$ cat config.mk
export PLATFORM = sky130hd
export DESIGN_NAME = local_radius_index_histogram_flat
export DESIGN_NICKNAME = d
export VERILOG_FILES = /design/src/lrih_pkg.sv /design/src/lrih_ifs.sv /design/src/lrih_front.sv /design/src/lrih_queue.sv /design/src/lrih_back.sv /design/src/local_radius_index_histogram.sv /design/src/flat_wrapper.sv
export VERILOG_INCLUDE_DIRS = /design/src /design/src/src
export SDC_FILE = /design/constraint.sdc
export NUM_CORES = 2
export LEC_CHECK = 0
export ABC_AREA = 1
export BUFFER_PORTS_ARGS = -buffer_cell sky130_fd_sc_hd__buf_2
export CELL_PAD_IN_SITES_DETAIL_PLACEMENT = 0
export CELL_PAD_IN_SITES_GLOBAL_PLACEMENT = 1
export CORE_UTILIZATION = 53
export CTS_CLUSTER_SIZE = 25
export DETAILED_ROUTE_END_ITERATION = 6
export PLACE_DENSITY = 0.87
export SYNTH_ARGS = -nofsm -noshare
export SYNTH_HDL_FRONTEND = slang
export SYNTH_HIERARCHICAL = 1
export SYNTH_SLANG_ARGS = --single-unit
$ cat constraint.sdc
create_clock -name clk -period 8.84 [get_ports clk]
set_input_delay 0.884 -clock clk [delete_from_list [all_inputs] [get_ports clk]]
set_output_delay 0.884 -clock clk [all_outputs]
set_load 0.1 [all_outputs]
$ cat src/local_radius_index_histogram_defines.svh
// assertion macros for the local radius index histogram block
`ifndef LOCAL_RADIUS_INDEX_HISTOGRAM_DEFINES_SVH
`define LOCAL_RADIUS_INDEX_HISTOGRAM_DEFINES_SVH
`ifndef ASSERT_OFF
// property must hold at every clock edge outside reset
`define LRIH_ASSERT(lbl, clk, rst_n, prop, msg) \
	lbl: assert property (@(posedge clk) disable iff (!rst_n) prop) else $error(msg);
// condition must never be seen outside reset
`define LRIH_ASSERT_NEVER(lbl, clk, rst_n, prop, msg) \
	lbl: assert property (@(posedge clk) disable iff (!rst_n) !(prop)) else $error(msg);
`else
`define LRIH_ASSERT(lbl, clk, rst_n, prop, msg)
`define LRIH_ASSERT_NEVER(lbl, clk, rst_n, prop, msg)
`endif
`endif

$ cat src/lrih_pkg.sv
// shared types and constants of the local radius index histogram
package lrih_pkg;

	localparam int FUNC_W = 2;
	localparam int DIR_W  = 3;
	localparam int BIN_W  = 4;
	localparam int DIFF_W = 9;
	localparam int CNT_W  = 32;
	localparam int THR_W  = 10;

	localparam logic [FUNC_W-1:0] FUNC_ACC   = 2'd0;
	localparam logic [FUNC_W-1:0] FUNC_READ  = 2'd1;
	localparam logic [FUNC_W-1:0] FUNC_CLEAR = 2'd2;

	localparam logic REG_EDGE_THR = 1'b0;

	localparam logic [CNT_W-1:0] COUNT_MAX = '1;

	// classified work item passed from front to back
	typedef struct packed {
		logic [FUNC_W-1:0] func;
		logic [DIR_W-1:0]  direction;
		logic [BIN_W-1:0]  bin;
		logic              bad;
	} lrih_item_t;

	// back-end status seen by the top level checks
	typedef struct packed {
		logic              issue;
		logic [FUNC_W-1:0] func;
		logic              dir_ok;
		logic              valid_any;
		logic [CNT_W-1:0]  count;
	} lrih_back_stat_t;

endpackage

$ cat src/lrih_ifs.sv
// valid/ready channel interfaces for the input and result beats
interface lrih_in_if import lrih_pkg::*; ();
	logic                     valid;
	logic                     ready;
	logic [FUNC_W-1:0]        func;
	logic [DIR_W-1:0]         direction;
	logic [BIN_W-1:0]         bin_select;
	logic signed [DIFF_W-1:0] diff_adjacent;
	logic signed [DIFF_W-1:0] diff_second;
	logic signed [DIFF_W-1:0] diff_third;
	logic signed [DIFF_W-1:0] diff_fourth;
	logic signed [DIFF_W-1:0] diff_fifth;

	modport source (
		output valid, func, direction, bin_select,
		output diff_adjacent, diff_second, diff_third, diff_fourth, diff_fifth,
		input  ready
	);
	modport sink (
		input  valid, func, direction, bin_select,
		input  diff_adjacent, diff_second, diff_third, diff_fourth, diff_fifth,
		output ready
	);
endinterface

interface lrih_out_if import lrih_pkg::*; ();
	logic             valid;
	logic             ready;
	logic [BIN_W-1:0] chosen_bin;
	logic [CNT_W-1:0] bin_count;
	logic             bad_request;

	modport source (output valid, chosen_bin, bin_count, bad_request, input ready);
	modport sink (input valid, chosen_bin, bin_count, bad_request, output ready);
endinterface

$ cat src/lrih_front.sv
// front end: accepts beats and picks the bin from the difference run
module lrih_front import lrih_pkg::*; #(
	parameter int MAX_RUN = 4
) (
	lrih_in_if.sink          in_ch,
	input  logic [THR_W-1:0] thr,
	input  logic             q_full,
	output logic             push,
	output lrih_item_t       item
);

	localparam int BINS = 2 * MAX_RUN + 1;
	localparam logic [BIN_W-1:0] CENTER = BIN_W'(MAX_RUN);
	localparam logic [2:0] RUN_CAP = 3'(MAX_RUN);

	logic signed [DIFF_W-1:0] d [5];
	logic [4:0]               flat;
	logic [DIFF_W-1:0]        mag [5];
	logic                     up;
	logic                     going;
	logic [2:0]               run;
	logic [2:0]               run_cap;
	logic [BIN_W-1:0]         acc_bin;

	assign d[0] = in_ch.diff_adjacent;
	assign d[1] = in_ch.diff_second;
	assign d[2] = in_ch.diff_third;
	assign d[3] = in_ch.diff_fourth;
	assign d[4] = in_ch.diff_fifth;

	// flat when four times the magnitude is below the threshold
	always_comb begin
		for (int k = 0; k < 5; k++) begin
			mag[k]  = d[k][DIFF_W-1] ? (~d[k] + 1'b1) : d[k];
			flat[k] = {mag[k], 2'b00} < {1'b0, thr};
		end
	end

	// run of same-sign edge differences after the adjacent one
	always_comb begin
		up    = d[0][DIFF_W-1];
		going = 1'b1;
		run   = 3'd1;
		for (int k = 1; k <= MAX_RUN; k++) begin
			if (going && !flat[k] &&
			    (up ? d[k][DIFF_W-1] : (!d[k][DIFF_W-1] && d[k] != '0))) begin
				run = run + 3'd1;
			end else begin
				going = 1'b0;
			end
		end
		run_cap = (run > RUN_CAP) ? RUN_CAP : run;
		if (flat[0]) begin
			acc_bin = CENTER;
		end else if (up) begin
			acc_bin = CENTER + BIN_W'(run_cap);
		end else begin
			acc_bin = CENTER - BIN_W'(run_cap);
		end
	end

	always_comb begin
		item.func      = in_ch.func;
		item.direction = in_ch.direction;
		item.bin       = '0;
		item.bad       = 1'b0;
		unique case (in_ch.func)
			FUNC_ACC: begin
				item.bin = acc_bin;
			end
			FUNC_READ: begin
				item.bin = in_ch.bin_select;
				item.bad = 32'(in_ch.bin_select) >= BINS;
			end
			default: begin
			end
		endcase
	end

	assign in_ch.ready = !q_full;
	assign push        = in_ch.valid && !q_full;

endmodule

$ cat src/lrih_queue.sv
// two-entry queue between front and back
module lrih_queue import lrih_pkg::*; (
	input  logic       clk,
	input  logic       arst_n,
	input  logic       push,
	input  lrih_item_t push_item,
	output logic       full,
	input  logic       pop,
	output lrih_item_t head,
	output logic       empty
);

	lrih_item_t slot_q [2];
	logic       wr_ptr_q;
	logic       rd_ptr_q;
	logic [1:0] cnt_q;

	always_ff @(posedge clk or negedge arst_n) begin
		if (!arst_n) begin
			wr_ptr_q <= 1'b0;
			rd_ptr_q <= 1'b0;
			cnt_q    <= 2'd0;
		end else begin
			if (push) begin
				wr_ptr_q <= !wr_ptr_q;
			end
			if (pop) begin
				rd_ptr_q <= !rd_ptr_q;
			end
			if (push && !pop) begin
				cnt_q <= cnt_q + 2'd1;
			end else if (pop && !push) begin
				cnt_q <= cnt_q - 2'd1;
			end
		end
	end

	always_ff @(posedge clk) begin
		if (push) begin
			slot_q[wr_ptr_q] <= push_item;
		end
	end

	assign head  = slot_q[rd_ptr_q];
	assign full  = cnt_q == 2'd2;
	assign empty = cnt_q == 2'd0;

endmodule

$ cat src/lrih_back.sv
// back end: read-modify-write of the count store and result register
module lrih_back import lrih_pkg::*; #(
	parameter int MAX_RUN        = 4,
	parameter int NUM_DIRECTIONS = 8
) (
	input  logic            clk,
	input  logic            arst_n,
	input  logic            q_empty,
	input  lrih_item_t      head,
	output logic            pop,
	lrih_out_if.source      out_ch,
	output lrih_back_stat_t stat
);

	localparam int BINS  = 2 * MAX_RUN + 1;
	localparam int DEPTH = NUM_DIRECTIONS * BINS;
	localparam int AW    = $clog2(DEPTH);

	localparam logic [1:0] ST_IDLE = 2'd0;
	localparam logic [1:0] ST_RD   = 2'd1;
	localparam logic [1:0] ST_WB   = 2'd2;

	logic [1:0]       state_q;
	lrih_item_t       work_q;
	logic [CNT_W-1:0] mem_q [DEPTH];
	logic [CNT_W-1:0] rdata_q;
	logic [DEPTH-1:0] vld_q;
	logic             out_valid_q;
	logic [BIN_W-1:0] out_bin_q;
	logic [CNT_W-1:0] out_cnt_q;
	logic             out_bad_q;

	logic [AW-1:0]    addr;
	logic             dir_ok;
	logic [CNT_W-1:0] old_cnt;
	logic [CNT_W-1:0] inc_cnt;
	logic [CNT_W-1:0] new_cnt;
	logic             issue;
	logic             we;

	assign addr   = AW'(32'(work_q.direction) * BINS + 32'(work_q.bin));
	assign dir_ok = 32'(work_q.direction) < NUM_DIRECTIONS;
	assign pop    = (state_q == ST_IDLE) && !q_empty;
	assign issue  = (state_q == ST_WB) && (!out_valid_q || out_ch.ready);

	// entries never written since the last clear read as zero
	always_comb begin
		old_cnt = '0;
		if (dir_ok && !work_q.bad && vld_q[addr]) begin
			old_cnt = rdata_q;
		end
		inc_cnt = (old_cnt == COUNT_MAX) ? old_cnt : old_cnt + 1'b1;
		new_cnt = '0;
		we      = 1'b0;
		case (work_q.func)
			FUNC_ACC: begin
				new_cnt = dir_ok ? inc_cnt : '0;
				we      = issue && dir_ok;
			end
			FUNC_READ: begin
				new_cnt = old_cnt;
			end
			default: begin
			end
		endcase
	end

	always_ff @(posedge clk or negedge arst_n) begin
		if (!arst_n) begin
			state_q     <= ST_IDLE;
			vld_q       <= '0;
			out_valid_q <= 1'b0;
		end else begin
			unique case (state_q)
				ST_IDLE: begin
					if (!q_empty) begin
						state_q <= ST_RD;
					end
				end
				ST_RD: begin
					state_q <= ST_WB;
				end
				ST_WB: begin
					if (issue) begin
						state_q <= ST_IDLE;
					end
				end
				default: begin
					state_q <= ST_IDLE;
				end
			endcase
			if (issue && work_q.func == FUNC_CLEAR) begin
				vld_q <= '0;
			end else if (we) begin
				vld_q[addr] <= 1'b1;
			end
			if (issue) begin
				out_valid_q <= 1'b1;
			end else if (out_ch.ready) begin
				out_valid_q <= 1'b0;
			end
		end
	end

	always_ff @(posedge clk) begin
		if (pop) begin
			work_q <= head;
		end
		if (issue) begin
			out_bin_q <= work_q.bin;
			out_cnt_q <= new_cnt;
			out_bad_q <= work_q.bad;
		end
	end

	always_ff @(posedge clk) begin
		if (we) begin
			mem_q[addr] <= new_cnt;
		end
		rdata_q <= mem_q[addr];
	end

	assign out_ch.valid       = out_valid_q;
	assign out_ch.chosen_bin  = out_bin_q;
	assign out_ch.bin_count   = out_cnt_q;
	assign out_ch.bad_request = out_bad_q;

	assign stat.issue     = issue;
	assign stat.func      = work_q.func;
	assign stat.dir_ok    = dir_ok;
	assign stat.valid_any = |vld_q;
	assign stat.count     = new_cnt;

endmodule

$ cat src/local_radius_index_histogram.sv
// a taken beat passes the queue slot, work register, count store read register and result
//   register; the back end takes one beat at a time through its idle, read and write-back
//   states around the single-port count store; the 2-entry queue absorbs short input bursts
// reset: counts read as zero at once through per-entry valid bits cleared by arst_n,
//   threshold register goes to zero, no clearing pass is needed
// a clear beat drops every valid bit at once, on its write-back step
`include "local_radius_index_histogram_defines.svh"

module local_radius_index_histogram import lrih_pkg::*; #(
	parameter int MAX_RUN        = 4,
	parameter int NUM_DIRECTIONS = 8
) (
	input  logic        clk,
	input  logic        arst_n,
	lrih_in_if.sink     in_ch,
	lrih_out_if.source  out_ch,
	input  logic        psel,
	input  logic        penable,
	input  logic        pwrite,
	input  logic [2:0]  paddr,
	input  logic [31:0] pwdata,
	output logic [31:0] prdata,
	output logic        pready
);

	localparam int BINS = 2 * MAX_RUN + 1;

	// edge threshold register, quarter grey levels
	logic [THR_W-1:0] thr_q;

	// front to queue
	logic             push;
	lrih_item_t       push_item;
	logic             q_full;

	// queue to back
	logic             pop;
	lrih_item_t       head;
	logic             q_empty;

	lrih_back_stat_t  stat;

	// apb: write in the access phase, no wait states
	assign pready = 1'b1;

	always_ff @(posedge clk or negedge arst_n) begin
		if (!arst_n) begin
			thr_q <= '0;
		end else if (psel && penable && pwrite && paddr[2] == REG_EDGE_THR) begin
			thr_q <= pwdata[THR_W-1:0];
		end
	end

	assign prdata = (paddr[2] == REG_EDGE_THR) ? {{(32 - THR_W){1'b0}}, thr_q} : '0;

	// front: classify each beat into a bin and push it on the queue
	lrih_front #(
		.MAX_RUN (MAX_RUN)
	) u_front (
		.in_ch  (in_ch),
		.thr    (thr_q),
		.q_full (q_full),
		.push   (push),
		.item   (push_item)
	);

	// short queue so the front keeps taking beats while the back works
	lrih_queue u_queue (
		.clk       (clk),
		.arst_n    (arst_n),
		.push      (push),
		.push_item (push_item),
		.full      (q_full),
		.pop       (pop),
		.head      (head),
		.empty     (q_empty)
	);

	// back: count store update and result register
	lrih_back #(
		.MAX_RUN        (MAX_RUN),
		.NUM_DIRECTIONS (NUM_DIRECTIONS)
	) u_back (
		.clk     (clk),
		.arst_n  (arst_n),
		.q_empty (q_empty),
		.head    (head),
		.pop     (pop),
		.out_ch  (out_ch),
		.stat    (stat)
	);

	// a result only appears after a write-back step
	`LRIH_ASSERT(a_rise_after_issue, clk, arst_n, $rose(out_ch.valid) |-> $past(stat.issue), "result without write-back")
	// clear leaves no valid entry behind
	`LRIH_ASSERT(a_clear_empties, clk, arst_n, stat.issue && stat.func == FUNC_CLEAR |=> !stat.valid_any, "clear left valid entries")
	// a counted accumulate never reports zero, saturation included
	`LRIH_ASSERT_NEVER(a_acc_nonzero, clk, arst_n, stat.issue && stat.func == FUNC_ACC && stat.dir_ok && stat.count == '0, "accumulate count wrapped")
	// a bad request names a bin past the top and carries no count
	`LRIH_ASSERT(a_bad_shape, clk, arst_n, out_ch.valid && out_ch.bad_request |-> 32'(out_ch.chosen_bin) >= BINS && out_ch.bin_count == '0, "bad request shape")

endmodule

$ cat src/flat_wrapper.sv
// flat-port wrapper written by rule: the top's interface ports become plain ports
module local_radius_index_histogram_flat import lrih_pkg::*;
#(
	parameter int MAX_RUN        = 4,
	parameter int NUM_DIRECTIONS = 8
)
  (clk, arst_n, psel, penable, pwrite, paddr, pwdata, prdata, pready, in_ch_valid, in_ch_func, in_ch_direction, in_ch_bin_select, in_ch_diff_adjacent, in_ch_diff_second, in_ch_diff_third, in_ch_diff_fourth, in_ch_diff_fifth, in_ch_ready, out_ch_valid, out_ch_chosen_bin, out_ch_bin_count, out_ch_bad_request, out_ch_ready);
  lrih_in_if in_ch_i ();
  lrih_out_if out_ch_i ();
  input  logic clk;
  input  logic arst_n;
  input  logic psel;
  input  logic penable;
  input  logic pwrite;
  input  logic [2:0] paddr;
  input  logic [31:0] pwdata;
  output logic [31:0] prdata;
  output logic pready;
  input wire logic [$bits(in_ch_i.valid)-1:0] in_ch_valid;
  input wire logic [$bits(in_ch_i.func)-1:0] in_ch_func;
  input wire logic [$bits(in_ch_i.direction)-1:0] in_ch_direction;
  input wire logic [$bits(in_ch_i.bin_select)-1:0] in_ch_bin_select;
  input wire logic [$bits(in_ch_i.diff_adjacent)-1:0] in_ch_diff_adjacent;
  input wire logic [$bits(in_ch_i.diff_second)-1:0] in_ch_diff_second;
  input wire logic [$bits(in_ch_i.diff_third)-1:0] in_ch_diff_third;
  input wire logic [$bits(in_ch_i.diff_fourth)-1:0] in_ch_diff_fourth;
  input wire logic [$bits(in_ch_i.diff_fifth)-1:0] in_ch_diff_fifth;
  output wire logic [$bits(in_ch_i.ready)-1:0] in_ch_ready;
  output wire logic [$bits(out_ch_i.valid)-1:0] out_ch_valid;
  output wire logic [$bits(out_ch_i.chosen_bin)-1:0] out_ch_chosen_bin;
  output wire logic [$bits(out_ch_i.bin_count)-1:0] out_ch_bin_count;
  output wire logic [$bits(out_ch_i.bad_request)-1:0] out_ch_bad_request;
  input wire logic [$bits(out_ch_i.ready)-1:0] out_ch_ready;
  assign in_ch_i.valid = in_ch_valid;
  assign in_ch_i.func = in_ch_func;
  assign in_ch_i.direction = in_ch_direction;
  assign in_ch_i.bin_select = in_ch_bin_select;
  assign in_ch_i.diff_adjacent = in_ch_diff_adjacent;
  assign in_ch_i.diff_second = in_ch_diff_second;
  assign in_ch_i.diff_third = in_ch_diff_third;
  assign in_ch_i.diff_fourth = in_ch_diff_fourth;
  assign in_ch_i.diff_fifth = in_ch_diff_fifth;
  assign in_ch_ready = in_ch_i.ready;
  assign out_ch_valid = out_ch_i.valid;
  assign out_ch_chosen_bin = out_ch_i.chosen_bin;
  assign out_ch_bin_count = out_ch_i.bin_count;
  assign out_ch_bad_request = out_ch_i.bad_request;
  assign out_ch_i.ready = out_ch_ready;
  local_radius_index_histogram #(.MAX_RUN(MAX_RUN), .NUM_DIRECTIONS(NUM_DIRECTIONS)) u_core (.clk(clk), .arst_n(arst_n), .in_ch(in_ch_i), .out_ch(out_ch_i), .psel(psel), .penable(penable), .pwrite(pwrite), .paddr(paddr), .pwdata(pwdata), .prdata(prdata), .pready(pready));
endmodule
After elaboration in Yosys (flattened, before gate mapping)
Memories as Yosys holds them, arrays and structs flattened. A register that Yosys moved wholly into a read port is not among the register bits. Index checks and enable logic that the tools add are counted.

Memories: 2. RAM bits: 2324. Input port bits: 96. Register bits after elaboration: 126.

Memory list: u_core.u_back.mem_q (depth 72, width 32, read ports 1, clocked after memory_dff 1, wr ports 1, line lrih_back.sv:25) `logic [CNT_W-1:0] mem_q [DEPTH];`; u_core.u_queue.slot_q (depth 2, width 10, read ports 1, clocked after memory_dff 1, wr ports 1, line lrih_queue.sv:13) `lrih_item_t slot_q [2];`.

Equality and inequality tests: 9. Bitwise logic cells: 7. Add/sub/neg operators: 14. $lt $le $gt $ge: 9. Reductions and logical operators: 51. Multiplexer cells: 43. Multiply operators: 1.

Operators by type and width (count): two-way mux 72 bit (2); OR 72 bit (1); two-way mux 32 bit (2); case mux 32 bit (2 select lines) (1); < comparator 11 x 10 -> 1 bit (5); adder 9 x 1 -> 9 bit, second input constant (5); two-way mux 9 bit (5); NOT 9 bit (5); nonzero test 9 bit (4); adder 32 x 1 -> 32 bit, second input constant (1); == test 32 bit, second input constant (1); logical AND 1 bit (22); two-way mux 1 bit (17); logical NOT 1 bit (16); two-way mux 3 bit (4); two-way mux 10 bit (1); two-way mux 2 bit (5); adder 3 x 1 -> 3 bit, second input constant (3); logical NOT 2 bit (4); < comparator 7 x 8 -> 1 bit, second input constant (1); two-way mux 4 bit (2); case mux 4 bit (2 select lines) (1); adder 7 x 4 -> 7 bit (1); binary-select mux 1 bit (select 7 bit) (1); other kinds (17) (24).

Logic depth before layout (Yosys ltp)
Depth in word-level cells: 22. Depth in mapped cells: 31. Mapped depth without buffers: 29.

By module
The synthesis kept the hierarchy.

Modules (own cells, without submodules): lrih_back (cells each 6054, area an instance 92017.0 um^2, seq. area each 73115.1 um^2, times used 1); lrih_front (cells each 289, area an instance 1695.4 um^2, seq. area each 0.0 um^2, times used 1); lrih_queue (cells each 56, area an instance 964.7 um^2, seq. area each 700.7 um^2, times used 1); local_radius_index_histogram (cells each 93, area an instance 678.2 um^2, seq. area each 250.2 um^2, times used 1).

Worst setup path before layout
Ideal clock, no wire load.

Path kind: register to register. Start point: reg, netlist name u_core/u_back/work_q[2]. End point: mem u_core.u_back.mem_q[0][5], data pin. Clock period less this slack: 6.314 ns. Slack: 2.526 ns. Cell stages (with the launch flop): 18. Data arrival time: 5.543 ns. Data required time: 8.068 ns. Path through: edfxtp_1 -> ha_1 -> ha_1 -> fa_1 -> buf_2 -> nor2_1 -> buf_2 -> nand3_1 -> nand2_1 -> nor2_1 -> nand2_1 -> nand3_1 -> a21oi_1 -> nor2_2 -> nand2_1 -> nor2_1 -> inv_1 -> o21ai_0.

RTL lines (line): to (decl) (lrih_back.sv:25).

==> summary.txt <==
STA
  – Unrepaired setup endpoints after global routing: false
  – Relative slew slack: -3.028%
  – Min Clock Period, post-route: 6.981 ns
  – Final period util: 78.97%
  – Highest Clock Rate: 0.1432 GHz
  – Worst Skew: 0.06374 ns
  – Setup tns final: 0 ns
  – Worst Tran Pin Value: 1.545 ns
  – Hold Vio Cnt, Final: 0
  – Endpoints failing setup: 0
  – Pins Over Slew Limit: 1

Floorplanning
  – Core ar.: 0.1784 sq mm
  – Die W: 425.8 microns
  – Initial Utilization: 53.34%
  – Site Rows: 155
  – I/O pin count: 168
  – Die height: 425.8 microns
  – Die ar.: 0.1813 sq mm

Place
  – PortBufs: 111
  – Final RePlAce weighted congestion: 0.9234
  – Post-DP HPWL: 149100 microns

Setup path
  – Slowest-stage cell, CP: nand2_2
  – CP Class: flip-flop to flip-flop
  – Top cell by count, worst path: nand2_1
  – Crit path DAT: 7.57 ns
  – R2r startpoint: u_core/u_back/work_q[2]
  – Max stage delay on crit path: 0.65 ns
  – Worst EP required: 9.43 ns
  – Crit end category: flip-flop
  – Crit path buffers/inverters: 8
  – Critical Path Source: u_core/u_back/work_q[2]
  – Critical path peak fanout: 47
  – Startpoint types: flip-flop
  – Family with the most delay on the worst path: simple AND/OR/NAND/NOR gates

Cells and area
  – Share of post-route cells with drive strength above 1: 12.05%
  – Fillcell total: 12790
  – Area occupied by multi-input gates: 0.01940 sq mm
  – Layout area overhead: 12.77%
  – Nets: 6802
  – FF/Latch Area: 0.07407 sq mm

Logic synthesis
  – Mapped Area: 0.09517 sq mm
  – Mapped Cells: 6463
  – YS warnings: 6
  – Post-synthesis average cell area: 14.73 sq um

Status
  – Status: finished with violations
  – Failing checks: max-slew violations

Global routing
  – Initial antenna violation count: 14
  – First-pass GRT wire length: 389500 microns
  – Pin count of the biggest net entering global routing: 109
  – GR Util All Layers: 29.98%
  – Vias in the first global route: 56920
  – Grt total ovfl: 0

Routing
  – Post-route ant nets: 0
  – DRC errors left: 0
  – DR vias/cell: 6.488
  – Final wirelength: 274400 microns
  – TritonRoute pass-1 iters: 6
  – Vias post-DR: 59780
  – Initial DRC Count: 8437
  – DR WL/cell: 29.79 microns

Clocking
  – Clock buffer count from CTS: 232
  – CTS max path bufs: 3
  – Root Buffer: clkbuf_16
  – Skew-Pair Late Insertion Delay: 0.90 ns
  – CTS H-tree depth: 4
  – Postcts setup bufs: 0
  – CTS clk-pin slew, worst paths: 0.06 ns
  – CTS tree: done
  – Clock sink total: 2492

Hold path
  – Hold crit path type: input pin to flip-flop
  – Hold_sp: in_ch_direction[1]

Flow run
  – Max cap viols: 0
## sequential cells by signal (all words and copies together), names as in the netlist, 2 cells and up
signal and count:
u_core/u_back/out_ch.bin_count 32, u_core/u_back/work_q 8, u_core/u_back/vld_q 72, u_core/u_back/out_ch.chosen_bin 4, u_core/u_back/mem_q 2304, u_core/u_back/state_q 2
u_core/u_back/rdata_q 32, u_core/u_queue/cnt_q 2, u_core/u_queue/slot_q 20, u_core/thr_q 10, u_core/u_back/stat 2
## final cells by class
type,instances,share of cell area [%]
multi-input combinational,3385,18.07
antenna,6,0.01399
clock inverter,162,1.639
timing repair buffer,315,2.101
tap,2355,2.745
clock buffer,268,5.574
sequential,2492,69.01
inverter,231,0.8429
## worst register-to-register path, delay by kind of cell (launching register included)
family | cells | cell delay [ns]
buf+inv | 8 | 1.90
simple gates | 12 | 2.50
fa+ha+maj | 4 | 1.19
xor+xnor | 1 | 0.63
compound gates | 1 | 0.06
flops | 1 | 0.39
## final timing paths
check                                                    to  slack [ns]  cells past startpoint
worst max-delay path            u_core/u_back/mem_q[39][15]        1.86                     26
worst min-delay path            u_core/u_queue/slot_q[1][6]        0.20                      1
worst max register to register  u_core/u_back/mem_q[39][15]        1.86                     26
worst min register to register     u_core/u_back/state_q[0]        0.46                      1
max in group asynchronous           u_core/u_back/vld_q[59]        7.11                      3
min in group asynchronous          u_core/u_back/state_q[1]        0.47                      2
## layer usage
layer / global-route usage, % / up-vias / routed length, microns
met5: 0 / - / 0
met4: 13.83 / 0 / 14040
met3: 7.944 / 719 / 36220
met2: 46.66 / 4369 / 126300
met1: 39.61 / 29710 / 97890
li1: - / 24980 / -
## cells in the final DEF (no fill, tap or decap), drive strengths merged, types with 7 or more instances in the layout
master,count
dfxtp,32
clkinvlp,12
conb,23
o21ai,194
o22ai,21
a41oi,11
a211oi,8
a21oi,96
a31oi,8
buf,314
inv,235
nand2,1432
a22o,143
o2bb2ai,11
a22oi,343
xor2,27
clkinv,120
xnor2,12
ha,48
o221ai,14
edfxtp,2371
nor2,242
nand4,254
nand3,147
clkbuf,268
mux2,10
nor3,10
a221oi,280
o211ai,11
bufinv,26
a32o,7
dfrtp,89
## through the flow
stage | hold slack [ns] | std cells | worst slack (ns) | util (%) | cell area, sq um
floorplan | 0.4264 | 6484 | 2.526 | - | 95250
global placement | 0.4428 | 8777 | 2.065 | 55.80 | 99560
detailed placement | 0.4536 | 8777 | 1.978 | 55.80 | 99560
CTS | 0.1460 | 9208 | 1.949 | 60.15 | 107300
global route | 0.1486 | 9209 | 1.554 | 60.15 | 107300
finish | 0.1968 | 9214 | 1.859 | 60.15 | 107300
## timing repair
item	in CTS	in global routing
endpoints found under the setup margin	0	0
hold buffers	1	0
gates resized for setup	0	0
hold endpoints to repair	17	0
Power is not shown: default switching activity piles up to over one toggle a cycle in this logic, so the estimate is an artifact.
